===== config.mk =====
export PLATFORM = sky130hd
export DESIGN_NAME = bracket_linear_interpolate
export DESIGN_NICKNAME = d
export VERILOG_FILES = /design/src/hw/rtl/bli_pkg.sv /design/src/hw/rtl/bracket_linear_interpolate.sv
export SDC_FILE = /design/constraint.sdc
export NUM_CORES = 2
export LEC_CHECK = 0
export ABC_AREA = 0
export BUFFER_PORTS_ARGS = -buffer_cell sky130_fd_sc_hd__clkbuf_2
export CORE_UTILIZATION = 40
export CTS_CLUSTER_SIZE = 8
export DETAILED_ROUTE_END_ITERATION = 7
export PLACE_DENSITY = 0.63
export SYNTH_ARGS = -nofsm -noshare
export SYNTH_HDL_FRONTEND = slang
export SYNTH_SLANG_ARGS = --single-unit

===== constraint.sdc =====
create_clock -name clk -period 29.3 [get_ports clk]
set_input_delay 4.395 -clock clk [delete_from_list [all_inputs] [get_ports clk]]
set_output_delay 4.395 -clock clk [all_outputs]
set_load 0.01 [all_outputs]

===== src/hw/rtl/bli_pkg.sv =====
// Package for the bracketing linear interpolator: payload structs, status codes,
// configuration register indexes and the sequencer state type. No dependencies.
`timescale 1ns / 1ps

package bli_pkg;

  localparam int VALUE_W  = 32;
  localparam int MASK_W   = 4;
  localparam int CFG_AW   = 3;
  localparam int STATUS_W = 2;
  localparam int DIV_CNT_W = 5;

  // Configuration register indexes.
  localparam logic [CFG_AW-1:0] CFG_MATCH_VALUE       = 3'd0;
  localparam logic [CFG_AW-1:0] CFG_LOOKUP_LOW_LIMIT  = 3'd1;
  localparam logic [CFG_AW-1:0] CFG_LOOKUP_HIGH_LIMIT = 3'd2;
  localparam logic [CFG_AW-1:0] CFG_SHOWN_LOW_LIMIT   = 3'd3;
  localparam logic [CFG_AW-1:0] CFG_SHOWN_HIGH_LIMIT  = 3'd4;
  localparam logic [CFG_AW-1:0] CFG_LIMIT_ENABLE_MASK = 3'd5;

  // Result status codes.
  localparam logic [STATUS_W-1:0] STATUS_OK       = 2'd0;
  localparam logic [STATUS_W-1:0] STATUS_NO_LOWER = 2'd1;
  localparam logic [STATUS_W-1:0] STATUS_NO_UPPER = 2'd2;

  // Bits of the limit enable mask.
  localparam int EN_LOOKUP_LOW  = 0;
  localparam int EN_LOOKUP_HIGH = 1;
  localparam int EN_SHOWN_LOW   = 2;
  localparam int EN_SHOWN_HIGH  = 3;

  typedef struct packed {
    logic signed [VALUE_W-1:0] lookup_sample;
    logic signed [VALUE_W-1:0] shown_sample;
    logic                      last_point;
  } bli_in_t;

  typedef struct packed {
    logic signed [VALUE_W-1:0] result_value;
    logic [STATUS_W-1:0]       status;
  } bli_out_t;

  typedef enum logic [3:0] {
    ST_IDLE = 4'b0001,
    ST_EVAL = 4'b0010,
    ST_MUL  = 4'b0100,
    ST_DIV  = 4'b1000
  } bli_state_t;

endpackage


===== src/hw/rtl/bracket_linear_interpolate.sv =====
// Top level of the bracketing linear interpolator: bracket tracking, a multiply
// step and a bit-serial restoring divider under one small sequencer. Uses bli_pkg.
`timescale 1ns / 1ps

//  channel | direction | handshake          | payload
//  --------+-----------+--------------------+------------------------------
//  in_     | input     | in_valid/in_stall  | bli_in_t  (lookup, shown, last)
//  out_    | output    | out_valid/out_stall| bli_out_t (result, status)
//  cfg_    | input     | cfg_wr_en          | cfg_addr, cfg_wdata
//
// A non-last point of a set keeps the sequencer idle; the next can follow at once.
// A last point moves the sequencer to evaluate, which ends the set if no interpolation
// is needed; else a 32x32 multiply and 32 steps of the one-bit-per-cycle divider follow
// and the input waits until idle. Reset is synchronous and clears the configuration
// registers, the brackets and the output valid. A stalled result holds off every
// point; the input takes a point again once the output register is empty or draining.

module bracket_linear_interpolate (
  input  logic                          clk,
  input  logic                          rst_n,
  input  logic                          in_valid,
  output logic                          in_stall,
  input  bli_pkg::bli_in_t              in_data,
  output logic                          out_valid,
  input  logic                          out_stall,
  output bli_pkg::bli_out_t             out_data,
  input  logic                          cfg_wr_en,
  input  logic [bli_pkg::CFG_AW-1:0]    cfg_addr,
  input  logic [bli_pkg::VALUE_W-1:0]   cfg_wdata
);

  localparam int VW = bli_pkg::VALUE_W;

  // Configuration registers.
  logic signed [VW-1:0]             match_r, lk_low_r, lk_high_r, sh_low_r, sh_high_r;
  logic [bli_pkg::MASK_W-1:0]       en_mask_r;

  // Bracket state.
  logic                 have_lower_r, have_upper_r;
  logic signed [VW-1:0] lower_lookup_r, lower_shown_r, upper_lookup_r, upper_shown_r;

  // Sequencer and shared arithmetic.
  bli_pkg::bli_state_t             state_r, state_nxt;
  logic [VW-1:0]                   mag_r, num_r, den_r, base_r;
  logic                            neg_r;
  logic [2*VW-1:0]                 work_r;
  logic [bli_pkg::DIV_CNT_W-1:0]   cnt_r;

  logic              out_valid_r;
  bli_pkg::bli_out_t out_data_r;

  logic in_accept, skip, below, take_lower, take_upper, out_free;

  // Divider step signals.
  logic [VW:0]     trial;
  logic [VW:0]     diff;
  logic            qbit;
  logic [VW-1:0]   rem_nxt;
  logic [2*VW-1:0] work_step;
  logic [VW-1:0]   quot;

  assign out_free  = !out_valid_r || !out_stall;
  assign in_stall  = (state_r != bli_pkg::ST_IDLE) || !out_free;
  assign in_accept = in_valid && !in_stall;

  assign out_valid = out_valid_r;
  assign out_data  = out_data_r;

  always_comb begin
    skip = (en_mask_r[bli_pkg::EN_LOOKUP_LOW]  && (in_data.lookup_sample < lk_low_r))
        || (en_mask_r[bli_pkg::EN_LOOKUP_HIGH] && (in_data.lookup_sample > lk_high_r))
        || (en_mask_r[bli_pkg::EN_SHOWN_LOW]   && (in_data.shown_sample < sh_low_r))
        || (en_mask_r[bli_pkg::EN_SHOWN_HIGH]  && (in_data.shown_sample > sh_high_r));
    below = in_data.lookup_sample < match_r;
    // On equal lookup values the earlier point keeps the bracket.
    take_lower = !skip && below
              && (!have_lower_r || (in_data.lookup_sample > lower_lookup_r));
    take_upper = !skip && !below
              && (!have_upper_r || (in_data.lookup_sample < upper_lookup_r));
  end

  // One restoring division step: the remainder always stays below the divisor.
  always_comb begin
    trial     = {work_r[2*VW-1:VW], work_r[VW-1]};
    diff      = trial - {1'b0, den_r};
    qbit      = (trial >= {1'b0, den_r});
    rem_nxt   = qbit ? diff[VW-1:0] : trial[VW-1:0];
    work_step = {rem_nxt, work_r[VW-2:0], qbit};
    quot      = work_step[VW-1:0];
  end

  always_comb begin
    state_nxt = state_r;
    unique case (state_r)
      bli_pkg::ST_IDLE: if (in_accept && in_data.last_point) state_nxt = bli_pkg::ST_EVAL;
      bli_pkg::ST_EVAL: begin
        if (have_lower_r && have_upper_r && (match_r < upper_lookup_r)
            && (match_r > lower_lookup_r)) begin
          state_nxt = bli_pkg::ST_MUL;
        end else begin
          state_nxt = bli_pkg::ST_IDLE;
        end
      end
      bli_pkg::ST_MUL: state_nxt = bli_pkg::ST_DIV;
      bli_pkg::ST_DIV: if (cnt_r == '1) state_nxt = bli_pkg::ST_IDLE;
      default: state_nxt = bli_pkg::ST_IDLE;
    endcase
  end

  always_ff @(posedge clk) begin
    if (!rst_n) begin
      state_r      <= bli_pkg::ST_IDLE;
      match_r      <= '0;
      lk_low_r     <= '0;
      lk_high_r    <= '0;
      sh_low_r     <= '0;
      sh_high_r    <= '0;
      en_mask_r    <= '0;
      have_lower_r <= 1'b0;
      have_upper_r <= 1'b0;
      out_valid_r  <= 1'b0;
      cnt_r        <= '0;
    end else begin
      state_r <= state_nxt;

      if (cfg_wr_en) begin
        unique case (cfg_addr)
          bli_pkg::CFG_MATCH_VALUE:       match_r   <= cfg_wdata;
          bli_pkg::CFG_LOOKUP_LOW_LIMIT:  lk_low_r  <= cfg_wdata;
          bli_pkg::CFG_LOOKUP_HIGH_LIMIT: lk_high_r <= cfg_wdata;
          bli_pkg::CFG_SHOWN_LOW_LIMIT:   sh_low_r  <= cfg_wdata;
          bli_pkg::CFG_SHOWN_HIGH_LIMIT:  sh_high_r <= cfg_wdata;
          bli_pkg::CFG_LIMIT_ENABLE_MASK: en_mask_r <= cfg_wdata[bli_pkg::MASK_W-1:0];
          default: ;
        endcase
      end

      if (out_valid_r && !out_stall) out_valid_r <= 1'b0;

      unique case (state_r)
        bli_pkg::ST_IDLE: begin
          if (in_accept && take_lower) have_lower_r <= 1'b1;
          if (in_accept && take_upper) have_upper_r <= 1'b1;
          cnt_r <= '0;
        end
        bli_pkg::ST_EVAL: begin
          // Every set ends with the brackets cleared.
          have_lower_r <= 1'b0;
          have_upper_r <= 1'b0;
          if (state_nxt == bli_pkg::ST_IDLE) out_valid_r <= 1'b1;
        end
        bli_pkg::ST_MUL: ;
        bli_pkg::ST_DIV: begin
          cnt_r <= cnt_r + 1'b1;
          if (cnt_r == '1) out_valid_r <= 1'b1;
        end
        default: ;
      endcase
    end
  end

  // Payload registers, no reset needed.
  always_ff @(posedge clk) begin
    unique case (state_r)
      bli_pkg::ST_IDLE: begin
        if (in_accept && take_lower) begin
          lower_lookup_r <= in_data.lookup_sample;
          lower_shown_r  <= in_data.shown_sample;
        end
        if (in_accept && take_upper) begin
          upper_lookup_r <= in_data.lookup_sample;
          upper_shown_r  <= in_data.shown_sample;
        end
      end
      bli_pkg::ST_EVAL: begin
        base_r <= upper_shown_r;
        num_r  <= upper_lookup_r - match_r;
        den_r  <= upper_lookup_r - lower_lookup_r;
        neg_r  <= upper_shown_r < lower_shown_r;
        mag_r  <= (upper_shown_r < lower_shown_r) ? (lower_shown_r - upper_shown_r)
                                                  : (upper_shown_r - lower_shown_r);
        if (!have_lower_r) begin
          out_data_r.result_value <= '0;
          out_data_r.status       <= bli_pkg::STATUS_NO_LOWER;
        end else if (!have_upper_r) begin
          out_data_r.result_value <= '0;
          out_data_r.status       <= bli_pkg::STATUS_NO_UPPER;
        end else if (match_r >= upper_lookup_r) begin
          out_data_r.result_value <= upper_shown_r;
          out_data_r.status       <= bli_pkg::STATUS_OK;
        end else if (match_r <= lower_lookup_r) begin
          out_data_r.result_value <= lower_shown_r;
          out_data_r.status       <= bli_pkg::STATUS_OK;
        end
      end
      bli_pkg::ST_MUL: begin
        // The high half of this product is below the divisor since num < den.
        work_r <= mag_r * num_r;
      end
      bli_pkg::ST_DIV: begin
        work_r <= work_step;
        if (cnt_r == '1) begin
          out_data_r.result_value <= neg_r ? (base_r + quot) : (base_r - quot);
          out_data_r.status       <= bli_pkg::STATUS_OK;
        end
      end
      default: ;
    endcase
  end

endmodule


## After elaboration in Yosys (flattened, before gate mapping)

Index checks and enable logic that the tools add are counted.

- Bits in registers: 531
- Input port bits: 105
- Output and inout port bits: 36

- Magnitude comparators: 13
- Add/sub/neg operators: 8
- Multipliers: 1
- Eq/ne operators: 16
- Reduce and logical (&&, ||, !) cells: 47
- Mux-type cells: 23

Operator list:

| cell | number |
|---|---|
| < comparator 32 bit | 6 |
| subtractor 32 bit | 6 |
| 2-to-1 mux 34 bit | 5 |
| greater-than comparator 32 bit | 4 |
| one-hot mux 64 bit (2 select lines) | 1 |
| 2-to-1 mux 32 bit | 3 |
| one-hot mux 34 bit (2 select lines) | 1 |
| multiplier 32 x 32 -> 64 bit | 1 |
| >= comparator 33 x 32 -> 1 bit | 1 |
| adder 32 bit | 1 |
| >= comparator 32 bit | 1 |
| <= comparator 32 bit | 1 |
| AND reduction 2 bit | 10 |
| logical AND 1 bit | 16 |
| one-hot mux 4 bit (4 select lines) | 1 |
| one-hot mux 5 bit (2 select lines) | 1 |
| equality test 4 x 1 -> 1 bit, second input constant | 2 |
| logical NOT 1 bit | 8 |
| 2-to-1 mux 4 bit | 2 |
| nonzero test 2 bit | 4 |
| logical OR 1 bit | 7 |
| equality test 3 x 2 -> 1 bit, second input constant | 2 |
| equality test 3 bit, second input constant | 2 |
| != test 2 bit, second input constant | 3 |
| other kinds (13) | 19 |

## Depth between registers and ports, before layout

- Word-level depth: 12
- Gate-level depth with buffers: 29
- Depth with buffers taken out: 26

## Worst setup path before layout

OpenSTA, ideal clock, no wires.

- Path type: flip-flop to flip-flop
- From: reg state_r[1]
- To: reg out_data_r, in the netlist out_data[0], enable pin
- Buffers on the path: 1
- Slack: 12.107 ns
- Period minus slack after synthesis: 17.193 ns
- Data required time: 28.869 ns
- Stages on the path, launching flop included: 5
- Arrival: 16.762 ns
- Cell sequence: dfxtp_1 clkbuf_1 nor4b_1 inv_1 o21ai_1

- Cells in the longest elaborated chain, start to end: 3
- Elaborated cells on any way between the ends: 6
- Classes of those cells: eq/ne: 4; reduce/logical: 2

Ends and longest elaborated chain:

| item | RTL line | source |
|---|---|---|
| from (decl) | bracket_linear_interpolate.sv:43 | `bli_pkg::bli_state_t state_r, state_nxt;` |
| from (signal assigned) | bracket_linear_interpolate.sv:112 | `state_r <= bli_pkg::ST_IDLE;` |
| from (signal assigned) | bracket_linear_interpolate.sv:124 | `state_r <= state_nxt;` |
| equality test 4 x 2 -> 1 bit or equality test 4 bit (tied branches) | bracket_linear_interpolate.sv:164 | `unique case (state_r)` |
| != test 5 bit (no line), or another cell as far along | n/a |  |
| AND reduction 3 bit (no line) * | n/a |  |
| to (decl) | bracket_linear_interpolate.sv:50 | `bli_pkg::bli_out_t out_data_r;` |

Mark *: on every way between the ends. The rest lies on a longest branch, timed or not.
A chain may end at the register's enable or synchronous reset.

## Worst setup path after layout

- From: reg num_r[2]
- To: reg work_r[63] (data pin)

- Cells in the longest elaborated chain, start to end: 2

Ends and longest elaborated chain:

| item | RTL line | source |
|---|---|---|
| from (decl) | bracket_linear_interpolate.sv:44 | `logic [VW-1:0] mag_r, num_r, den_r, base_r;` |
| from (signal assigned) | bracket_linear_interpolate.sv:177 | `num_r <= upper_lookup_r - match_r;` |
| multiplier 32 x 32 -> 64 bit | bracket_linear_interpolate.sv:198 | `work_r <= mag_r * num_r;` |
| one-hot mux 64 bit (2 select lines) | bracket_linear_interpolate.sv:164 |  |
| to (signal assigned) | bracket_linear_interpolate.sv:198 |  |
| to (signal assigned) | bracket_linear_interpolate.sv:201 | `work_r <= work_step;` |
| to (decl) | bracket_linear_interpolate.sv:46 | `logic [2*VW-1:0] work_r;` |

No other way between the ends.

==> metrics.yaml <==
status: "complete, no violations"
combPwrFrac_pct: 56.4
core_area_mm2: 0.169
grt_max_degree: 133
netlist-cell-type-count: 77
place_hpwl_um: 151000
synth-async-reset-ratio_pct: 0
critical-path-top-delay-family: "adder cells"
holdBufCountCts: 0
place_congestion: 0.902
grt_pass1_vias: 53464
initial_utilization_pct: 40.3
min-delay-start: "cnt_r[3]"
min_period_ps: 9320
avgSynthCellArea_um2: 9.18
power.leakage_nw: 33.1
internal-power_w: 0.00230
die_h_um: 415
ys_top_cells_by_area: "fa_1 26%, edfxtp_1 16%, ha_1 13%"
clkSinkCount: 531
ios: 141
cts.reportedPaths.clkPinSlew_ps: 50
htreeDepth: 3
worst_slew_pin_slew_ps: 1360
cp-end-kind: "flop"
clk_path_buf_depth: 3
drv_slew: 0
syn-cell-area_mm2: 0.0683
drt_pre_antenna_iters: 7
hold_violations: 0
p_clk_share_pct: 20.6
crit_buf_inv: 4
grt_pass1_wl_um: 300000
synth_cells: 7437
min-delay-path-class: "flop to flop"
die_area_mm2: 0.172
yosys_most_used_dff: "edfxtp_1"
die_w_um: 415
synth_edf_count: 355
cts_root_buffer: "clkbuf_16"
power.switching_w: 0.00173
critPathLaunchType: "flop"
post_cts_resize_count: 0
fill_cells: 16329
avgRoutedWirePerCell_um: 19.4
timing.final.crit_share_pct: 31.8
reg2reg_from: "num_r[2]"
switching_share_pct: 43.0
postRouteAntennaNets: 0
cpPeakStageDelay_ps: 820
rows: 151
final_common_cell: "inv_1"
cts_setup_buffers: 0
antenna_found_initial: 8
synth_top_area_share_pct: 26.4
path_depth: 24
slew-limit-headroom_pct: 9.61
cp_common_cell: "fa_1"
nNetsFinal: 9103
synth_area_leader_cell: "fa_1"
vdd_drop_max_mv: 0.0658
power_density_mw_per_mm2: 55.0
first_iter_violations: 3135
critPathArrivalTime_ps: 9670
synth-seq-area-share_pct: 20.8
setup.worst_path.start: "num_r[2]"
yosysWarnings: 0
crit_fanout: 32
layout_common_cells: "1215 x inv_1, 955 x nand2_1, 902 x fa_1, 707 x ha_1, 610 x and2_1"
portBuffers: 140
drc: 0
setup_violations: 0
vias: 50773
cap_violations: 0
path_cells: "and2_1 -> fa_1 -> inv_1 -> fa_1 -> fa_1 -> fa_1 -> inv_1 -> fa_1 -> inv_1 -> fa_1 -> inv_1 -> fa_1 -> fa_1 -> ha_1 -> nand2_1 -> nor2_1 -> a221oi_1 -> o211ai_1 -> o31ai_1 -> a21oi_1 -> a221oi_1 -> o21ai_0 -> xnor2_1 -> o22ai_1"
clk_latency_ps: 650
ys_ff_latch: 531
setup-tns-final_ps: 0
rr_worst_depth: 24
critical_path_required_ps: 29650
syn-num-nets: 9151
finalPower_w: 0.00403
pwr-share-seq_pct: 23.0
worstSetupPathType: "flop to flop"
cts_tree: "yes"
hold_path_depth: 1
fin_util_pct: 43.2
critPathSlowestCell: "edfxtp_1"
cts_made_buffers: 77
fmax_ghz: 0.107
grt-ovfl-total: 0
layout-drive-gt1-share_pct: 4.61
vias_per_cell: 5.27
synthToLayoutAreaGrowth_pct: 7.21
rsz0062_at_grt: "no"
grt_usage_pct: 22.0
routed_wl_um: 187000
fin_worst_skew_ps: 33.0
-- cell usage after synthesis, types with 109 or more instances --
library cell     n
inv_1         1215
nor2_1         234
ha_1           707
nand2_1        955
xnor2_1        120
clkbuf_1       321
xor2_1         109
a21oi_1        355
a21o_1         185
fa_1           902
dfxtp_1        176
o21ai_0        201
and2_1         610
edfxtp_1       355
a21boi_0       171
-- flip-flops by register name (all words and copies together), names as in the netlist, 4 cells and up --
register	cells
base_r	32
cnt_r	5
den_r	32
en_mask_r	4
lk_high_r	32
lk_low_r	32
lower_lookup_r	32
lower_shown_r	32
mag_r	32
match_r	32
num_r	32
out_data	34
sh_high_r	32
sh_low_r	32
state_r	4
upper_lookup_r	32
upper_shown_r	32
work_r	64
-- metrics by stage --
stage	hold slack, ps	instances	instance area [µm²]	setup WS (ps)
after detailed placement	442	9528	71100	20050
after CTS	453	9639	73200	20030
final	446	9643	73200	19980
after global routing	464	9642	73200	19700
after floorplan	415	7437	68300	12110
after global placement	435	9528	71100	20090
-- metal layers --
metal | global-route usage [%] | vias to the layer above | wire length [µm] | part of all wire [%]
met3 | 2.05 | 250 | 8750 | 4.7
li1 | - | 23957 | - | -
met5 | 0 | - | 0 | 0
met4 | 7.39 | 0 | 5940 | 3.2
met1 | 30.4 | 25262 | 85100 | 46
met2 | 36.0 | 1304 | 86900 | 47
-- area by class of cell --
class                           instances  area, µm²  share of cell area, %
Timing Repair Buffer                  218       1300                   1.78
Tap cell                             2218       2780                   3.79
Antenna cell                            4       10.0                 0.0137
Clock inverter                          6       62.6                 0.0855
Inverter                             1217       4570                   6.24
Multi-Input combinational cell       5344      48200                   65.9
Clock buffer                          105       2080                   2.85
Sequential cell                       531      14200                   19.4
-- cell families after synthesis --
logic type	share of synthesized area, %
multiplexers	0.370
XOR/XNOR	2.94
AND/OR/NAND/NOR	15.7
flip-flops	20.8
adder cells (fa/ha/maj)	39.4
buffers and inverters	8.68
AO/OA/AOI/OAI	12.2
-- power by group through the flow --
stage                     registers [W]  logic, W  clock network [W]
after floorplan                0.000936   0.00159                  0
after global placement         0.000942   0.00221                  0
after detailed placement       0.000943   0.00224                  0
after CTS                      0.000928   0.00226           0.000846
after global routing           0.000930   0.00252           0.000871
final                          0.000928   0.00227           0.000828
-- final timing paths --
check / slack [ps] / endpoint
max: 19980 / work_r[63]
min: 450 / cnt_r[3]
max reg2reg: 19980 / work_r[63]
min reg2reg: 450 / cnt_r[3]
Power figures use the tool's default switching activity.
